<file path="config.mk">
export PLATFORM = sky130hd
export DESIGN_NAME = sine_pwm_inverter_regulator
export DESIGN_NICKNAME = d
export VERILOG_FILES = /design/src/sv/spr_pkg.sv /design/src/sv/sine_pwm_inverter_regulator.sv /design/src/sv/spr_scale_upd.sv
export SDC_FILE = /design/constraint.sdc
export NUM_CORES = 1
export LEC_CHECK = 0
export ABC_AREA = 1
export BUFFER_PORTS_ARGS = -buffer_cell sky130_fd_sc_hd__buf_4
export CAP_MARGIN = 30
export CORE_MARGIN = 4
export CORE_UTILIZATION = 40
export DETAILED_ROUTE_END_ITERATION = 6
export PLACE_DENSITY = 0.68
export SLEW_MARGIN = 20
export SYNTH_ARGS = -nofsm -noshare
export SYNTH_HDL_FRONTEND = slang
export SYNTH_SLANG_ARGS = --single-unit
</file>
<file path="constraint.sdc">
create_clock -name clock -period 6.13 [get_ports clock]
set_input_delay 0.9195 -clock clock [delete_from_list [all_inputs] [get_ports clock]]
set_output_delay 0.9195 -clock clock [all_outputs]
set_load 0.01 [all_outputs]
</file>
<file path="src/sv/spr_pkg.sv">
`default_nettype none

package spr_pkg;

   // Field widths
   localparam int FB_W    = 10;
   localparam int DELAY_W = 16;
   localparam int SCALE_W = 7;
   localparam int DUTY_W  = 8;
   localparam int SINE_W  = 8;

   // Configuration port
   localparam int CSR_IDX_W  = 3;
   localparam int CSR_DATA_W = 16;

   localparam logic [CSR_IDX_W-1:0] CSR_FB_HIGH      = 3'd0;
   localparam logic [CSR_IDX_W-1:0] CSR_FB_LOW       = 3'd1;
   localparam logic [CSR_IDX_W-1:0] CSR_ENABLE_DELAY = 3'd2;
   localparam logic [CSR_IDX_W-1:0] CSR_SCALE_MIN    = 3'd3;
   localparam logic [CSR_IDX_W-1:0] CSR_SCALE_MAX    = 3'd4;
   localparam logic [CSR_IDX_W-1:0] CSR_SCALE_STEP   = 3'd5;

   // Register reset values
   localparam logic [FB_W-1:0]    RST_FB_HIGH      = 10'd120;
   localparam logic [FB_W-1:0]    RST_FB_LOW       = 10'd115;
   localparam logic [DELAY_W-1:0] RST_ENABLE_DELAY = 16'd2000;
   localparam logic [SCALE_W-1:0] RST_SCALE_MIN    = 7'd10;
   localparam logic [SCALE_W-1:0] RST_SCALE_MAX    = 7'd100;
   localparam logic [SCALE_W-1:0] RST_SCALE_STEP   = 7'd1;

   // Half-sine table
   localparam int SINE_LEN   = 32;
   localparam int SINE_IDX_W = 5;

   localparam logic [SINE_W-1:0] SINE_TAB [SINE_LEN] = '{
      8'd0,   8'd25,  8'd49,  8'd73,  8'd96,  8'd118, 8'd139, 8'd159,
      8'd177, 8'd193, 8'd208, 8'd220, 8'd231, 8'd239, 8'd245, 8'd249,
      8'd250, 8'd249, 8'd245, 8'd239, 8'd231, 8'd220, 8'd208, 8'd193,
      8'd177, 8'd159, 8'd139, 8'd118, 8'd96,  8'd73,  8'd49,  8'd25
   };

   // Duty product and divide by 100 as multiply by 5243 / 2^19
   // (exact floor for products below 43690)
   localparam int PROD_W   = SINE_W + SCALE_W;
   localparam int RECIP_W  = 13;
   localparam int RECIP_SH = 19;
   localparam logic [RECIP_W-1:0] RECIP_100 = 13'd5243;
   localparam int QUOT_W   = 9;
   localparam logic [QUOT_W-1:0] DUTY_MAX = 9'd250;

   // Scale regulation settings
   typedef struct packed {
      logic [FB_W-1:0]    fb_high;
      logic [FB_W-1:0]    fb_low;
      logic [SCALE_W-1:0] scale_min;
      logic [SCALE_W-1:0] scale_max;
      logic [SCALE_W-1:0] scale_step;
   } scale_cfg_type;

endpackage

`default_nettype wire

</file>
<file path="src/sv/sine_pwm_inverter_regulator.sv">
`default_nettype none

// Channel  Direction  Handshake             Payload
// req      in         req_valid/req_stall   fb_sample, run_pin
// rsp      out        rsp_valid/rsp_stall   duty_a, duty_b, low_side_a, low_side_b
// csr      in         csr_wr_en             csr_index, csr_wdata
//
// One tick per cycle while req is not stalled. A req transfer loads the product
// stage; the divide-by-100 stage then loads the output register when that register
// is empty or rsp is not stalled, which raises rsp_valid.
// Tick state (phase, half, enable count, scale) updates at the req transfer.
// Synchronous active-high reset clears state and restores register defaults.
// A stall on rsp holds the output; req stalls only while both stages hold data
// and rsp is stalled.

module sine_pwm_inverter_regulator
   import spr_pkg::*;
#(
   parameter int TABLE_STEPS = 32
) (
   input  wire logic                  clock,
   input  wire logic                  reset,

   input  wire logic                  req_valid,
   output logic                       req_stall,
   input  wire logic [FB_W-1:0]       req_fb_sample,
   input  wire logic                  req_run_pin,

   output logic                       rsp_valid,
   input  wire logic                  rsp_stall,
   output logic      [DUTY_W-1:0]     rsp_duty_a,
   output logic      [DUTY_W-1:0]     rsp_duty_b,
   output logic                       rsp_low_side_a,
   output logic                       rsp_low_side_b,

   input  wire logic                  csr_wr_en,
   input  wire logic [CSR_IDX_W-1:0]  csr_index,
   input  wire logic [CSR_DATA_W-1:0] csr_wdata
);

   localparam int PHASE_W = $clog2(TABLE_STEPS);

   // Configuration registers
   scale_cfg_type        cfg_ff, cfg_in;
   logic [DELAY_W-1:0]   delay_ff, delay_in;

   always_comb begin
      cfg_in   = cfg_ff;
      delay_in = delay_ff;
      if (csr_wr_en) begin
         unique case (csr_index)
            CSR_FB_HIGH:      cfg_in.fb_high    = csr_wdata[FB_W-1:0];
            CSR_FB_LOW:       cfg_in.fb_low     = csr_wdata[FB_W-1:0];
            CSR_ENABLE_DELAY: delay_in          = csr_wdata[DELAY_W-1:0];
            CSR_SCALE_MIN:    cfg_in.scale_min  = csr_wdata[SCALE_W-1:0];
            CSR_SCALE_MAX:    cfg_in.scale_max  = csr_wdata[SCALE_W-1:0];
            CSR_SCALE_STEP:   cfg_in.scale_step = csr_wdata[SCALE_W-1:0];
            default: begin
            end
         endcase
      end
   end

   always_ff @(posedge clock) begin
      if (reset) begin
         cfg_ff.fb_high    <= RST_FB_HIGH;
         cfg_ff.fb_low     <= RST_FB_LOW;
         cfg_ff.scale_min  <= RST_SCALE_MIN;
         cfg_ff.scale_max  <= RST_SCALE_MAX;
         cfg_ff.scale_step <= RST_SCALE_STEP;
         delay_ff          <= RST_ENABLE_DELAY;
      end else begin
         cfg_ff   <= cfg_in;
         delay_ff <= delay_in;
      end
   end

   // Pipeline flow control
   logic p1_valid_ff, p1_valid_in;
   logic rsp_valid_ff, rsp_valid_in;
   logic s2_adv;
   logic s1_adv;
   logic req_xfer;

   assign s2_adv    = !rsp_valid_ff || !rsp_stall;
   assign s1_adv    = !p1_valid_ff || s2_adv;
   assign req_stall = !s1_adv;
   assign req_xfer  = req_valid && s1_adv;

   // Phase step map: table index for each phase, fixed at elaboration
   logic [SINE_IDX_W-1:0] step_map [TABLE_STEPS];

   for (genvar p = 0; p < TABLE_STEPS; p++) begin : g_map
      localparam int MAP_IDX = (p * SINE_LEN) / TABLE_STEPS;
      assign step_map[p] = SINE_IDX_W'((MAP_IDX > SINE_LEN - 1) ? SINE_LEN - 1 : MAP_IDX);
   end

   // Tick state
   logic [PHASE_W-1:0] phase_ff, phase_in;
   logic               half_ff, half_in;
   logic [DELAY_W-1:0] count_ff, count_in;
   logic               running_ff, running_in;
   logic [SCALE_W-1:0] scale_ff, scale_in;
   logic [SCALE_W-1:0] scale_upd;
   logic [PHASE_W:0]   phase_inc;
   logic               phase_wrap;

   assign phase_inc  = {1'b0, phase_ff} + (PHASE_W+1)'(1);
   assign phase_wrap = (phase_inc == (PHASE_W+1)'(TABLE_STEPS));

   spr_scale_upd u_scale (
      .cfg       (cfg_ff),
      .fb_sample (req_fb_sample),
      .scale_cur (scale_ff),
      .scale_new (scale_upd)
   );

   always_comb begin
      phase_in   = phase_ff;
      half_in    = half_ff;
      count_in   = count_ff;
      running_in = running_ff;
      scale_in   = scale_ff;
      if (req_xfer) begin
         // phase walk, flip half on wrap
         if (phase_wrap) begin
            phase_in = '0;
            half_in  = !half_ff;
         end else begin
            phase_in = phase_inc[PHASE_W-1:0];
         end
         // run pin, active low, with saturating qualify count
         if (!req_run_pin) begin
            if (count_ff != {DELAY_W{1'b1}}) begin
               count_in = count_ff + DELAY_W'(1);
            end
            if (count_in >= delay_ff) begin
               running_in = 1'b1;
            end
         end else begin
            count_in   = '0;
            running_in = 1'b0;
         end
         if (running_in) begin
            scale_in = scale_upd;
         end
      end
   end

   always_ff @(posedge clock) begin
      if (reset) begin
         phase_ff   <= '0;
         half_ff    <= 1'b0;
         count_ff   <= '0;
         running_ff <= 1'b0;
         scale_ff   <= '0;
      end else begin
         phase_ff   <= phase_in;
         half_ff    <= half_in;
         count_ff   <= count_in;
         running_ff <= running_in;
         scale_ff   <= scale_in;
      end
   end

   // Stage 1: table value times old scale
   logic [SINE_W-1:0] sine_val;
   logic [PROD_W-1:0] p1_prod_ff, p1_prod_in;
   logic              p1_lsa_ff, p1_lsa_in;
   logic              p1_lsb_ff, p1_lsb_in;

   assign sine_val = SINE_TAB[step_map[phase_in]];

   always_comb begin
      p1_valid_in = p1_valid_ff;
      if (s1_adv) begin
         p1_valid_in = req_valid;
      end
      p1_prod_in = running_in ? PROD_W'(sine_val * scale_ff) : '0;
      p1_lsa_in  = running_in && half_in;
      p1_lsb_in  = running_in && !half_in;
   end

   always_ff @(posedge clock) begin
      if (reset) begin
         p1_valid_ff <= 1'b0;
      end else begin
         p1_valid_ff <= p1_valid_in;
      end
   end

   always_ff @(posedge clock) begin
      if (req_xfer) begin
         p1_prod_ff <= p1_prod_in;
         p1_lsa_ff  <= p1_lsa_in;
         p1_lsb_ff  <= p1_lsb_in;
      end
   end

   // Stage 2: divide by 100, saturate, route to the active leg
   logic [PROD_W+RECIP_W-1:0] recip_prod;
   logic [QUOT_W-1:0]         quot;
   logic [DUTY_W-1:0]         duty;
   logic [DUTY_W-1:0]         duty_a_ff, duty_a_in;
   logic [DUTY_W-1:0]         duty_b_ff, duty_b_in;
   logic                      lsa_ff, lsb_ff;

   assign recip_prod = p1_prod_ff * RECIP_100;
   assign quot       = recip_prod[RECIP_SH +: QUOT_W];
   assign duty       = (quot > DUTY_MAX) ? DUTY_MAX[DUTY_W-1:0] : quot[DUTY_W-1:0];

   always_comb begin
      rsp_valid_in = rsp_valid_ff;
      if (s2_adv) begin
         rsp_valid_in = p1_valid_ff;
      end
      duty_a_in = p1_lsb_ff ? duty : '0;
      duty_b_in = p1_lsa_ff ? duty : '0;
   end

   always_ff @(posedge clock) begin
      if (reset) begin
         rsp_valid_ff <= 1'b0;
      end else begin
         rsp_valid_ff <= rsp_valid_in;
      end
   end

   always_ff @(posedge clock) begin
      if (s2_adv && p1_valid_ff) begin
         duty_a_ff <= duty_a_in;
         duty_b_ff <= duty_b_in;
         lsa_ff    <= p1_lsa_ff;
         lsb_ff    <= p1_lsb_ff;
      end
   end

   assign rsp_valid      = rsp_valid_ff;
   assign rsp_duty_a     = duty_a_ff;
   assign rsp_duty_b     = duty_b_ff;
   assign rsp_low_side_a = lsa_ff;
   assign rsp_low_side_b = lsb_ff;

endmodule

`default_nettype wire

</file>
<file path="src/sv/spr_scale_upd.sv">
`default_nettype none

module spr_scale_upd
   import spr_pkg::*;
(
   input  wire scale_cfg_type             cfg,
   input  wire logic [FB_W-1:0]           fb_sample,
   input  wire logic [SCALE_W-1:0]        scale_cur,
   output logic      [SCALE_W-1:0]        scale_new
);

   localparam int SUM_W = SCALE_W + 2;

   logic signed [SUM_W-1:0] stepped;
   logic signed [SUM_W-1:0] lo_lim;
   logic signed [SUM_W-1:0] hi_lim;

   // Step down above the high threshold, up below the low threshold
   always_comb begin
      lo_lim = $signed({2'b00, cfg.scale_min});
      hi_lim = $signed({2'b00, cfg.scale_max});
      priority if (fb_sample > cfg.fb_high) begin
         stepped = $signed({2'b00, scale_cur}) - $signed({2'b00, cfg.scale_step});
      end else if (fb_sample < cfg.fb_low) begin
         stepped = $signed({2'b00, scale_cur}) + $signed({2'b00, cfg.scale_step});
      end else begin
         stepped = $signed({2'b00, scale_cur});
      end
   end

   // Clamp, minimum first
   always_comb begin
      priority if (stepped <= lo_lim) begin
         scale_new = cfg.scale_min;
      end else if (stepped >= hi_lim) begin
         scale_new = cfg.scale_max;
      end else begin
         scale_new = stepped[SCALE_W-1:0];
      end
   end

endmodule

`default_nettype wire
</file>
# Yosys cells after proc, flatten, opt, wreduce, memory -nomap -nowiden
# Memory sizes are Yosys's and may differ from the RTL's.
# Index checks and enable logic that the tools add are counted.
# totals
mem_bits_ro,416
memories,2
register_bits,124
inputBits,35
# memory_table
name,depth,word_bits,rd,rd_ports_with_merged_regs,wr,line,source
(no name shown),32,8,1,0,0,sine_pwm_inverter_regulator.sv:172,assign sine_val = SINE_TAB[step_map[phase_in]];
(no name shown),32,5,1,0,0,sine_pwm_inverter_regulator.sv:172,
# classes
bitwise_logic,2
n_addsub,4
n_eq_ne,7
n_lt_le_gt_ge,8
muxes,21
reduce_logical,20
multipliers,2
# op_table
op,n
$mux 16,4
$mul 15x13->28 const B,1
$mux 8,3
$mux 5,4
$mux 9,2
$add 16x1->16 const B,1
$ge 16x16->1,1
$ne 16x16->1 const B,1
$mul 8x7->15,1
$mux 7,2
$reduce_and 2->1,7
$ge 6x6->1 const B,2
$not 5->6,2
$gt 10x10->1,1
$lt 10x10->1,1
$ge 9x8->1,1
$gt 9x8->1 const B,1
$le 9x8->1,1
$add 7x7->8,1
$sub 7x7->8,1
$add 5x1->6 const B,1
$eq 3x2->1 const B,2
$eq 3x3->1 const B,2
$eq 6x6->1 const B,1
6 further kinds,20

# Logic depth before layout (Yosys ltp)
# Gate-level depths: netlist (run 1).
# logic_depth
ltp_word,14
mapped_depth,34
depth_no_buf,34

# Cells and area by module
# Synthesis (run 1) repeated with hierarchy kept, for this count alone.
# unflattened
cells_unflattened,1820
area_unflattened_um2,13634.3
# by_module_without_submodules
mod,cells_each,instances,area_each_um2
sine_pwm_inverter_regulator,1514,1,11767.5
spr_scale_upd,306,1,1866.8

# Worst setup path after synthesis (run 1)
# OpenSTA, ideal clock, no wires.
# synth_path
path_type,input to register
startpoint,in rsp_stall
endpoint,reg p1_prod_ff[14] (data pin)
n_path_buf,0
arrival_ps,6011
stages,30
setup_slack_ps,-136
cell_sequence,nand2_1 inv_2 nand2_4 nand2_8 o21ai_1 inv_1 ha_1 o21ai_1 o22ai_1 nand2_1 nand2_2 inv_2 nand2_1 fa_1 fa_1 inv_1 fa_1 inv_1 fa_1 inv_1 ha_1 inv_1 nor3_1 a21oi_1 o21ai_0 nand2_1 inv_1 o21ai_0 a21o_1 a21oi_1
# synth_via
elab_chain_len,14
word_cells_on_any_way,15
classes_between,mul: 1; mux: 6; bitwise: 2; reduce/logical: 4; memory: 2
# synth_lines
element,line,source
start: declaration,sine_pwm_inverter_regulator.sv:30,"input wire logic rsp_stall,"
$logic_not 1->1,sine_pwm_inverter_regulator.sv:85,assign s2_adv = !rsp_valid_ff || !rsp_stall;
$logic_or 1x1->1,sine_pwm_inverter_regulator.sv:85,
$logic_or 1x1->1,sine_pwm_inverter_regulator.sv:86,assign s1_adv = !p1_valid_ff || s2_adv;
$logic_and 1x1->1,sine_pwm_inverter_regulator.sv:88,assign req_xfer = req_valid && s1_adv;
$mux 5,sine_pwm_inverter_regulator.sv:124,if (req_xfer) begin
via phase_in[1],sine_pwm_inverter_regulator.sv:99,"logic [PHASE_W-1:0] phase_ff, phase_in;"
$not 5->6 (implied by the code),sine_pwm_inverter_regulator.sv:172,
$mem_v2 32x5,--,
$mux 5 (implied by the code) (2 in series),sine_pwm_inverter_regulator.sv:172,
$not 5->6 (implied by the code),sine_pwm_inverter_regulator.sv:172,
$mem_v2 32x8,--,
$mux 8 (implied by the code) (2 in series),sine_pwm_inverter_regulator.sv:172,
$mul 8x7->15,sine_pwm_inverter_regulator.sv:179,p1_prod_in = running_in ? PROD_W'(sine_val * scale_ff) : '0;
end signal: assignment,sine_pwm_inverter_regulator.sv:194,p1_prod_ff <= p1_prod_in;
end: declaration,sine_pwm_inverter_regulator.sv:168,"logic [PROD_W-1:0] p1_prod_ff, p1_prod_in;"
# The timed path passes the listed nets, and every way through them passes these cells. The select of a mux whose other input is x is not followed.
# A chain may end at the register's enable or synchronous reset.

# Final worst setup path (run 1)
# layout_path
startpoint,in rsp_stall
endpoint,reg p1_prod_ff[11] (data pin)
# The elaborated chain is that of the path after synthesis.

==> results of run 1 <==
[power groups by stage]
stage               Combinational, mW  Clock [mW]  Sequential [mW]
floorplan                        1.08           0            0.922
global placement                 1.44           0            0.921
detailed placement               1.46           0            0.922
CTS                              1.48        1.12            0.904
global route                     1.73        1.15            0.908
finish                           1.49        1.10            0.904
[per-stage QoR]
stage / setup slack, ns / setup TNS (ns)
detailed placement: -0.204 / -0.683
floorplan: 0.0381 / 0
global route: -0.0354 / -0.0657
finish: 0.309 / 0
CTS: 0.216 / 0
global placement: -0.170 / -0.424
[layout make-up]
| cell class | count | area [µm²] | share of cell area, % |
|---|---|---|---|
| multi-input cells | 1207 | 9150 | 59.2 |
| well taps | 442 | 553 | 3.58 |
| repair buffers | 116 | 875 | 5.66 |
| clock buffers | 20 | 478 | 3.09 |
| clock inverters | 11 | 154 | 0.996 |
| inverters | 374 | 1410 | 9.12 |
| flip-flops and latches | 124 | 2830 | 18.3 |
[placed cells by master (no fill, tap or decap), types with 6 or more instances in the layout]
| cell type | n |
|---|---|
| fa_1 | 100 |
| nand2_2 | 16 |
| o21bai_1 | 6 |
| nand3_1 | 75 |
| edfxtp_1 | 35 |
| dfxtp_1 | 89 |
| xor2_1 | 15 |
| inv_2 | 17 |
| a21oi_1 | 135 |
| inv_1 | 354 |
| nor2_2 | 6 |
| nor3_1 | 14 |
| nand2_1 | 310 |
| o211ai_1 | 23 |
| o21ai_1 | 6 |
| ha_1 | 206 |
| nor2_1 | 135 |
| xnor2_1 | 8 |
| a21o_1 | 11 |
| nand4_1 | 10 |
| buf_4 | 115 |
| o21ai_0 | 64 |
| clkbuf_16 | 18 |
[critical path: cells and delay by family]
family          cells  cell delay (ns)
simple gates       13             1.15
buf+inv            10             0.93
fa+ha+maj           5             2.32
compound gates      5             0.67
[flip-flops by register name, summed over array words and instances (netlist names)]
signal,cells
p1_lsb_ff,1
count_ff,16
p1_prod_ff,15
phase_ff,5
p1_lsa_ff,1
cfg_ff,41
delay_ff,16
p1_valid_ff,1
rsp_duty_b,8
rsp_low_side_b,1
rsp_valid,1
rsp_duty_a,8
running_ff,1
rsp_low_side_a,1
scale_ff,7
half_ff,1
[layer usage]
layer  wire length [µm]  track usage [%]
met3                996             2.17
met2              16100             33.1
met1              14300             22.4
met5                  0                0
met4                735             4.92
[worst min path at each step]
| stage | from | endpoint | slack, ns | cells past startpoint |
|---|---|---|---|---|
| 6_report | cfg_ff[30] | cfg_ff[30] | 0.46 | 2 |
| 5_1_grt | cfg_ff[32] | cfg_ff[32] | 0.48 | 2 |
| 4_1_cts | cfg_ff[30] | cfg_ff[30] | 0.46 | 2 |
| 3_5_place_dp | cfg_ff[30] | cfg_ff[30] | 0.45 | 2 |
| 3_3_place_gp | cfg_ff[21] | cfg_ff[21] | 0.44 | 2 |
| 2_1_floorplan | cfg_ff[21] | cfg_ff[21] | 0.43 | 2 |
[what timing repair did]
| item | CTS | global route |
|---|---|---|
| gates resized for setup | 0 | 20 |
| setup endpoints to repair | 0 | 4 |
| hold buffers | 0 | 0 |
| setup buffers | 0 | 8 |
[logic make-up after synthesis]
family / share of synthesized area [%]
buf+inv: 11.3
simple gates: 19.7
fa+ha+maj: 34.3
xor+xnor: 2.19
flops: 21.1
compound gates: 11.3
==> run metrics, run 1 <==
share of cells above drive strength 1 about an eighth; TritonCTS clock tree yes; CP startpoint kind input port; Clock Path Buffers 2; switch share 39.2%; minimum clock period 5.82 ns; core box area 0.0328 mm²; Clock Sinks 124; Hold Slack roughly 0.46 ns; first-pass GRT wire length about 54 mm; Sw Pwr 1.37 mW; Cells after Synth 1,728; n_diodes 0; share of the synthesized area in the top cell type 19.4%; Initial Util 40.9%; # fillers ~3,200; count leader, synth inv_1; fin nets roughly 2,200; asr flop ratio synth 0%; Leakage approximately 8 nW; Tot GR Track Use 18.1%; initial antenna violation count 0; crit path max-delay cell type fa_1; drt first pass iters 5; number of flops mapped to enable cells by yosys 35; CTS clk-pin slew, worst paths 0.06 ns; final setup fails 0; wire per inst 14.0 µm; Sequential Power Share between 20% and 30%; final total power between 3 and 4 mW; Final Hold Vio Count 0; Non-Filler Instances 2,294; CP required 6.31 ns; Least-Margin Pin Slew around 0.64 ns; max-cap violations 0; placed wire-length estimate 25.8 mm; crit path to p1_prod_ff[11]; num rows 66; slowest stage delay, CP 0.54 ns; final instance area 0.0155 mm²; Die ar. 0.0365 mm²; highest clock rate 172 MHz; Placed Instance Area ~0.015 mm²; P per Cell Area 226 mW/mm²; Post-Syn Area 0.0134 mm²; Unique masters post-synth 56; crit end category flop; Final Wtd Congestion between 0.8 and 0.9; Die W 191 µm; CP Class in2reg; proportion of power drawn by combinational gates a little over two fifths; # DRC 0; ranking of synthesized cells by area ha_1 19%, fa_1 15%, dfxtp_1 13%, inv_1 9.9%, nand2_1 8.7%; commonest cells in the netlist 355 x inv_1, 310 x nand2_1, 208 x ha_1; Port Buffers 54; largest net degree at the start of global routing 36; Die Height 191 µm; Syn Nets 2,071; Num CTS Buffers 17; crit path DAT 6.00 ns; top_reg_cell synth dfxtp_1; Int Power 2.12 mW; part of the Yosys area used for sequential elements 21.1%; post-synth top area cell ha_1; antenna-violating nets left 0; GRT overflow 0; clk_lat worst skew between 0.4 and 0.5 ns; number of H-tree levels 4; max-slew violation count 0; Clock Skew about 0.012 ns; FF-to-FF setup slack 0.48 ns; I/O Pins 55; Max VDD drop about 0.00017 V; final core occ a little under half; #FFs+latches synth about 120; status finished, final reports clean; reg2reg start phase_ff[0]; CP startpoint rsp_stall; Vias 11,309; crit path max fanout 8; DR iter-0 viols 521; r2r endpoint p1_prod_ff[11]; Synth Area per Inst 7.76 µm²; number of global-route vias before repair 11,547; Root Driver clkbuf_16; relative slew slack 57.3%; period utilization between 90 and 100%; vias per cell 4.93; placed insts approximately 2,300; worst min path class reg2reg; final WL 32.1 mm; Crit path top cell by count nand2_1; YS warnings 0; Clk pwr share 31.5%; R2R depth 28; area grow syn2layout 15.2%
Note: power is estimated with default switching activity, not from simulation.
==> run 2: changes to the inputs <==
- PLACE_DENSITY: 0.68 -> not set
- PLACE_DENSITY_LB_ADDON: not set -> 0.08
==> run 2 against run 1 <==
  * Sequential share of layout area rose by 0.12 points
  * Maximum frequency rose by 0.22%
  * Utilization fell by 0.31 points
  * Die area did not move
  * Total power fell by 2.5%
  * Via count fell by 2.0%
  * Cell count fell by 0.22%
  * Sequential power barely moved
  * Routed wire length rose by 1.9%
  * Flip-flop and latch count did not move
==> run metrics, run 2 (synthesis gave the netlist of run 1 again) <==
status finished, final reports clean (unchanged); period utilization 94.8% (was 95.0%); largest net degree at the start of global routing 56 (was 36); Post-CTS Setup Bufs 0 (unchanged); CTS clk-pin slew, worst paths 0.07 ns (was 0.06 ns); crit end category flop (unchanged); most flop-heavy register cfg_ff (unchanged); CP required 6.41 ns (was 6.31 ns); drt first pass iters 5 (unchanged); share of cells above drive strength 1 12.2% (was 12.5%); final WL 32.7 mm (was 32.1 mm); Die Height 191 µm (unchanged); # fillers 3,312 (was 3,233); Max VDD drop 0.000156 V (was 0.000175 V); Crit path top cell by count inv_1 (was nand2_1); crit path max-delay cell type fa_1 (unchanged); wire per inst 14.3 µm (was 14.0 µm); Clock Path Buffers 2 (unchanged); crit path max fanout 7 (was 8); most common library cell in the layout ignoring fill and taps inv_1 (unchanged); Tot GR Track Use 18.7% (was 18.1%); Clock Skew 0.0197 ns (was 0.0118 ns); Largest regs cfg_ff x41, count_ff x16, delay_ff x16 (unchanged); worst min path class reg2reg (unchanged); Final Hold Vio Count 0 (unchanged); area grow syn2layout 14.4% (was 15.2%); max reg flops 41 (unchanged); CP startpoint kind input port (unchanged); placed wire-length estimate 26.9 mm (was 25.8 mm); Port Buffers 54 (unchanged); minimum clock period 5.81 ns (was 5.82 ns); most frequent cells in the layout 354 x inv_1, 310 x nand2_1, 206 x ha_1 (unchanged); slowest stage delay, CP 0.56 ns (was 0.54 ns); Num CTS Buffers 17 (unchanged); core box area 0.0328 mm² (unchanged); max-slew violation count 0 (unchanged); Initial Util 40.9% (unchanged); crit path DAT 6.09 ns (was 6.00 ns); max-cap violations 0 (unchanged); final setup fails 0 (unchanged); Least-Margin Pin Slew 0.731 ns (was 0.639 ns); R2R depth 29 (was 28); Root Driver clkbuf_16 (unchanged); Leakage 7.98 nW (was 8.03 nW); num rows 66 (unchanged); n_diodes 0 (unchanged); number of global-route vias before repair 11,278 (was 11,547); fin nets 2,177 (was 2,183); first-pass GRT wire length 55.2 mm (was 54.3 mm); P per Cell Area 222 mW/mm² (was 226 mW/mm²); final total power 3.41 mW (was 3.49 mW); final core occ 46.8% (was 47.1%); I/O Pins 55 (unchanged); relative slew slack 51.1% (was 57.3%); number of H-tree levels 4 (unchanged); GRT overflow 0 (unchanged); TritonCTS clock tree yes (unchanged); CP Class in2reg (unchanged); DR iter-0 viols 550 (was 521); # DRC 0 (unchanged); vias per cell 4.84 (was 4.93); Die ar. 0.0365 mm² (unchanged); Final Wtd Congestion 0.888 (was 0.893); number of hold buffers added after CTS 0 (unchanged); highest clock rate 172 MHz (about the same); Vias 11,085 (was 11,309); Clock Sinks 124 (unchanged); initial antenna violation count 0 (unchanged); clk_lat worst skew 0.43 ns (about the same); WHS Path Cells 2 (unchanged); Die W 191 µm (unchanged); antenna-violating nets left 0 (unchanged)
run 2: cell types whose count changed in the layout (fill, tap and decap cells not counted), moves of 2 or more:
cell / before / now
buf_4: 115 / 108
inv_6: 2 / 5
nor2_4: 5 / 3
clkinv_4: 4 / 2
bufinv_16: 3 / 1
inv_8: 0 / 4
run 2: repair_timing:
item | CTS | global route
resized for setup | 0 | 14
hold endpoints to repair | 0 | 0
setup endpoints to repair | 0 | 6
run 2: metrics by stage:
| stage | setup slack (ns) | setup TNS (ns) | cells | instance area, µm² | hold slack (ns) |
|---|---|---|---|---|---|
| floorplan | 0.0381 | 0 | 1728 | 13400 | 0.429 |
| global placement | -0.279 | -0.828 | 2256 | 14700 | 0.445 |
| detailed placement | -0.325 | -1.19 | 2257 | 14700 | 0.452 |
| CTS | 0.135 | 0 | 2289 | 15300 | 0.463 |
| global route | -0.00410 | -0.00410 | 2289 | 15400 | 0.481 |
| finish | 0.322 | 0 | 2289 | 15400 | 0.461 |
run 2: area by class of cell:
| class | count | area (µm²) | share of cell area [%] |
|---|---|---|---|
| Clock buffer | 18 | 439 | 2.86 |
| Clock inverter | 14 | 149 | 0.970 |
| Inverter | 374 | 1410 | 9.16 |
| Multi-Input combinational cell | 1207 | 9130 | 59.5 |
| Sequential cell | 124 | 2830 | 18.4 |
| Tap cell | 442 | 553 | 3.60 |
| Timing Repair Buffer | 110 | 842 | 5.48 |
run 2: power breakdown:
group	internal, mW	switching (mW)	leakage [nW]
Combinational	0.543	0.927	6.62
Clock	0.587	0.446	0.290
Sequential	0.881	0.0222	1.07
run 2: path summary, 6_finish.rpt:
check | slack, ns | from | end
setup / recovery | 0.32 | rsp_stall | p1_prod_ff[14]
hold / removal | 0.46 | cfg_ff[30] | cfg_ff[30]
setup reg to reg | 0.57 | rsp_valid | p1_prod_ff[14]
hold reg to reg | 0.46 | cfg_ff[30] | cfg_ff[30]
run 2: routing by layer:
layer | GRT usage (%) | share of wire (%)
met1 | 24.4 | 47
met2 | 33.3 | 49
met3 | 2.17 | 2.9
met4 | 4.09 | 1.3
met5 | 0 | 0
run 2: critical path, delay by kind of cell:
kind	cells	cell delay, ns
AO/OA/AOI/OAI	6	0.84
XOR/XNOR	1	0.15
adder cells (fa/ha/maj)	6	2.75
buffers and inverters	9	0.64
AND/OR/NAND/NOR	8	0.80
==> run 3: changes to the inputs <==
- ABC_AREA: 1 -> not set
- CELL_PAD_IN_SITES_DETAIL_PLACEMENT: not set -> 1
- CELL_PAD_IN_SITES_GLOBAL_PLACEMENT: not set -> 1
==> run 3 against run 2 <==
  * Worst setup slack worse by 0.053 ns
  * Cell area decreased by 0.65%
  * Sequential share of layout area grew 0.12 points
  * Clock skew decreased by 0.0054 ns
  * Routed wire length increased by 6.7%
  * Critical path type is now reg2reg
  * Highest routed layer unchanged
==> run metrics, run 3 <==
slowest stage delay, CP 0.53 ns (was 0.56 ns); number of flops mapped to enable cells by yosys 35 (unchanged); drt first pass iters 4 (was 5); worst min path class reg2reg (unchanged); Clock Sinks 124 (unchanged); ranking of synthesized cells by area ha_1 20%, fa_1 15%, dfxtp_1 14%, edfxtp_1 8.0%, inv_1 7.1% (was ha_1 19%, fa_1 15%, dfxtp_1 13%, inv_1 9.9%, nand2_1 8.7%); crit-path cells ha_1 -> inv_1 -> fa_1 -> inv_1 -> fa_1 -> fa_1 -> inv_1 -> fa_1 -> inv_1 -> ha_1 -> nand2_1 -> buf_4 -> nor2_1 -> a221oi_1 -> buf_4 -> and3_1 -> or4_4 -> a2111oi_4 -> o21a_1 -> and3b_1; Least-Margin Pin Slew 0.901 ns (was 0.731 ns); number of hold buffers added after CTS 0 (unchanged); # DRC 0 (unchanged); Unique masters post-synth 76 (was 56); DR iter-0 viols 496 (was 550); Die Height 189 µm (was 191 µm); first-pass GRT wire length 58.0 mm (was 55.2 mm); R2R depth 20 (was 29); crit path max fanout 6 (was 7); YS warnings 0 (unchanged); status finished, final reports clean (unchanged); #FFs+latches synth 124 (unchanged); Non-Filler Instances 2,064 (was 2,289); most common library cell in the layout ignoring fill and taps inv_1 (unchanged); most flop-heavy register cfg_ff (unchanged); part of the Yosys area used for sequential elements 21.6% (was 21.1%); vias per cell 5.12 (was 4.84); minimum clock period 5.86 ns (was 5.81 ns); Num CTS Buffers 17 (unchanged); Final Wtd Congestion 0.846 (was 0.888); reg2reg start p1_prod_ff[11] (was rsp_valid); Clock Skew 0.0143 ns (was 0.0197 ns); antenna-violating nets left 0 (unchanged); most frequent cells in the layout 246 x inv_1, 205 x ha_1, 147 x nand2_1 (was 354 x inv_1, 310 x nand2_1, 206 x ha_1); Syn Nets 1,847 (was 2,071); period utilization 95.6% (was 94.8%); I/O Pins 55 (unchanged); r2r endpoint rsp_duty_a[0] (was p1_prod_ff[14]); share of the synthesized area in the top cell type 19.9% (was 19.4%); max-cap violations 0 (unchanged); max-slew violation count 0 (unchanged); Post-Syn Area 0.0131 mm² (was 0.0134 mm²); Initial Util 40.4% (was 40.9%); initial antenna violation count 0 (unchanged); share of cells above drive strength 1 12.6% (was 12.2%); placed insts 2,023 (was 2,257); Tot GR Track Use 20.0% (was 18.7%); CP required 6.33 ns (was 6.41 ns); final total power 3.38 mW (was 3.41 mW); count leader, synth inv_1 (unchanged); commonest cells in the netlist 249 x inv_1, 208 x ha_1, 148 x nand2_1 (was 355 x inv_1, 310 x nand2_1, 208 x ha_1); Die ar. 0.0357 mm² (was 0.0365 mm²); top_reg_cell synth dfxtp_1 (unchanged); GRT overflow 0 (unchanged); Cells after Synth 1,504 (was 1,728); Port Buffers 54 (unchanged); Root Driver clkbuf_16 (unchanged); largest net degree at the start of global routing 67 (was 56); placed wire-length estimate 28.4 mm (was 26.9 mm); crit path DAT 6.06 ns (was 6.09 ns); final WL 34.9 mm (was 32.7 mm); asr flop ratio synth 0% (unchanged); wire per inst 16.9 µm (was 14.3 µm); FF-to-FF setup slack 0.27 ns (was 0.57 ns); relative slew slack 39.6% (was 51.1%); HP Start cfg_ff[28] (was cfg_ff[30]); Final Hold Vio Count 0 (unchanged); fin nets 1,952 (was 2,177); final setup fails 0 (unchanged); Leakage 7.45 nW (was 7.98 nW); Clock Path Buffers 2 (unchanged); P per Cell Area 221 mW/mm² (was 222 mW/mm²); n_diodes 0 (unchanged); core box area 0.0325 mm² (was 0.0328 mm²); crit end category flop (unchanged); Synth Area per Inst 8.71 µm² (was 7.76 µm²); highest clock rate 171 MHz (was 172 MHz); CTS clk-pin slew, worst paths 0.06 ns (was 0.07 ns); number of H-tree levels 4 (unchanged); TritonCTS clock tree yes (unchanged); max reg flops 41 (unchanged); Vias 10,568 (was 11,085); crit path max-delay cell type fa_1 (unchanged); clk_lat worst skew 0.44 ns (was 0.43 ns); WHS Path Cells 2 (unchanged); Hold Path Sink cfg_ff[28] (was cfg_ff[30]); CP Class reg2reg (was in2reg); Largest regs cfg_ff x41, count_ff x16, delay_ff x16 (unchanged); post-synth top area cell ha_1 (unchanged); area grow syn2layout 16.4% (was 14.4%); Die W 189 µm (was 191 µm); Max VDD drop 0.000249 V (was 0.000156 V); CP startpoint kind flop (was input port); number of global-route vias before repair 11,363 (was 11,278); num rows 66 (unchanged)
run 3: cell count changes in the layout (fill, tap and decap cells not counted), sizes merged, moves of 15 or more:
cell,delta
nand3,-53
nor2b,+15
a21o,+15
a211oi,+15
nand2,-180
nor2,-35
and2,+42
xnor2,+15
o21ai,-24
inv,-123
a21oi,-47
buf,+17
run 3: per-stage QoR:
step,TNS [ns],cell area [µm²],hold slack (ns),util [%],setup WS (ns)
5_1_grt,-0.0112,15300,0.477,47.0,-0.00745
3_5_place_dp,-0.895,14500,0.448,44.8,-0.280
6_report,0,15300,0.455,47.0,0.269
2_1_floorplan,0,13300,0.436,-,0.000214
4_1_cts,0,15100,0.457,46.7,0.131
3_3_place_gp,-0.415,14500,0.443,44.8,-0.161
run 3: how the worst max path moves through the flow:
stage | from | endpoint | cells past startpoint
2_1_floorplan | rsp_stall | p1_prod_ff[13] | 26
3_3_place_gp | rsp_stall | p1_prod_ff[13] | 24
3_5_place_dp | rsp_stall | p1_prod_ff[14] | 25
4_1_cts | p1_prod_ff[9] | rsp_duty_a[0] | 18
5_1_grt | p1_prod_ff[11] | rsp_duty_a[0] | 20
6_report | p1_prod_ff[11] | rsp_duty_a[0] | 20
run 3: critical path: cells and delay by family, from the launching register on:
family | cells | cell delay (ns)
adder cells (fa/ha/maj) | 6 | 2.70
flip-flops | 1 | 0.51
AO/OA/AOI/OAI | 3 | 0.70
buffers and inverters | 6 | 0.55
AND/OR/NAND/NOR | 5 | 1.16
run 3: cells by family after synthesis:
group	count (synthesis)	share of synthesized area, %
buf+inv	293	8.53
fa+ha+maj	308	35.1
compound gates	305	15.5
xor+xnor	39	2.61
flops	124	21.6
simple gates	418	15.0
mux	17	1.59
run 3: power breakdown:
part / internal (mW) / switching, mW
Sequential: 0.881 / 0.0222
Clock: 0.597 / 0.447
Combinational: 0.582 / 0.849
run 3: per-layer routing:
metal	GRT usage [%]	share of wire (%)	up-vias
met5	0	0	-
met4	5.10	1.5	0
met3	2.58	1.8	36
met2	36.7	51	93
met1	24.8	46	5170
li1	-	-	5269
run 3: cell type report:
class	count	area [µm²]
Inverter	251	942
Clock buffer	18	450
Tap cell	442	553
Clock inverter	14	146
Fill cell	3838	17200
Timing Repair Buffer	128	973
Sequential cell	124	2830
Multi-Input combinational cell	1087	9360
run 3: timing repair:
action                                  in CTS  in global routing
endpoints found under the hold margin        0                  0
endpoints found under the setup margin       0                 12
setup buffers                                0                  8
gates resized for setup                      0                 11
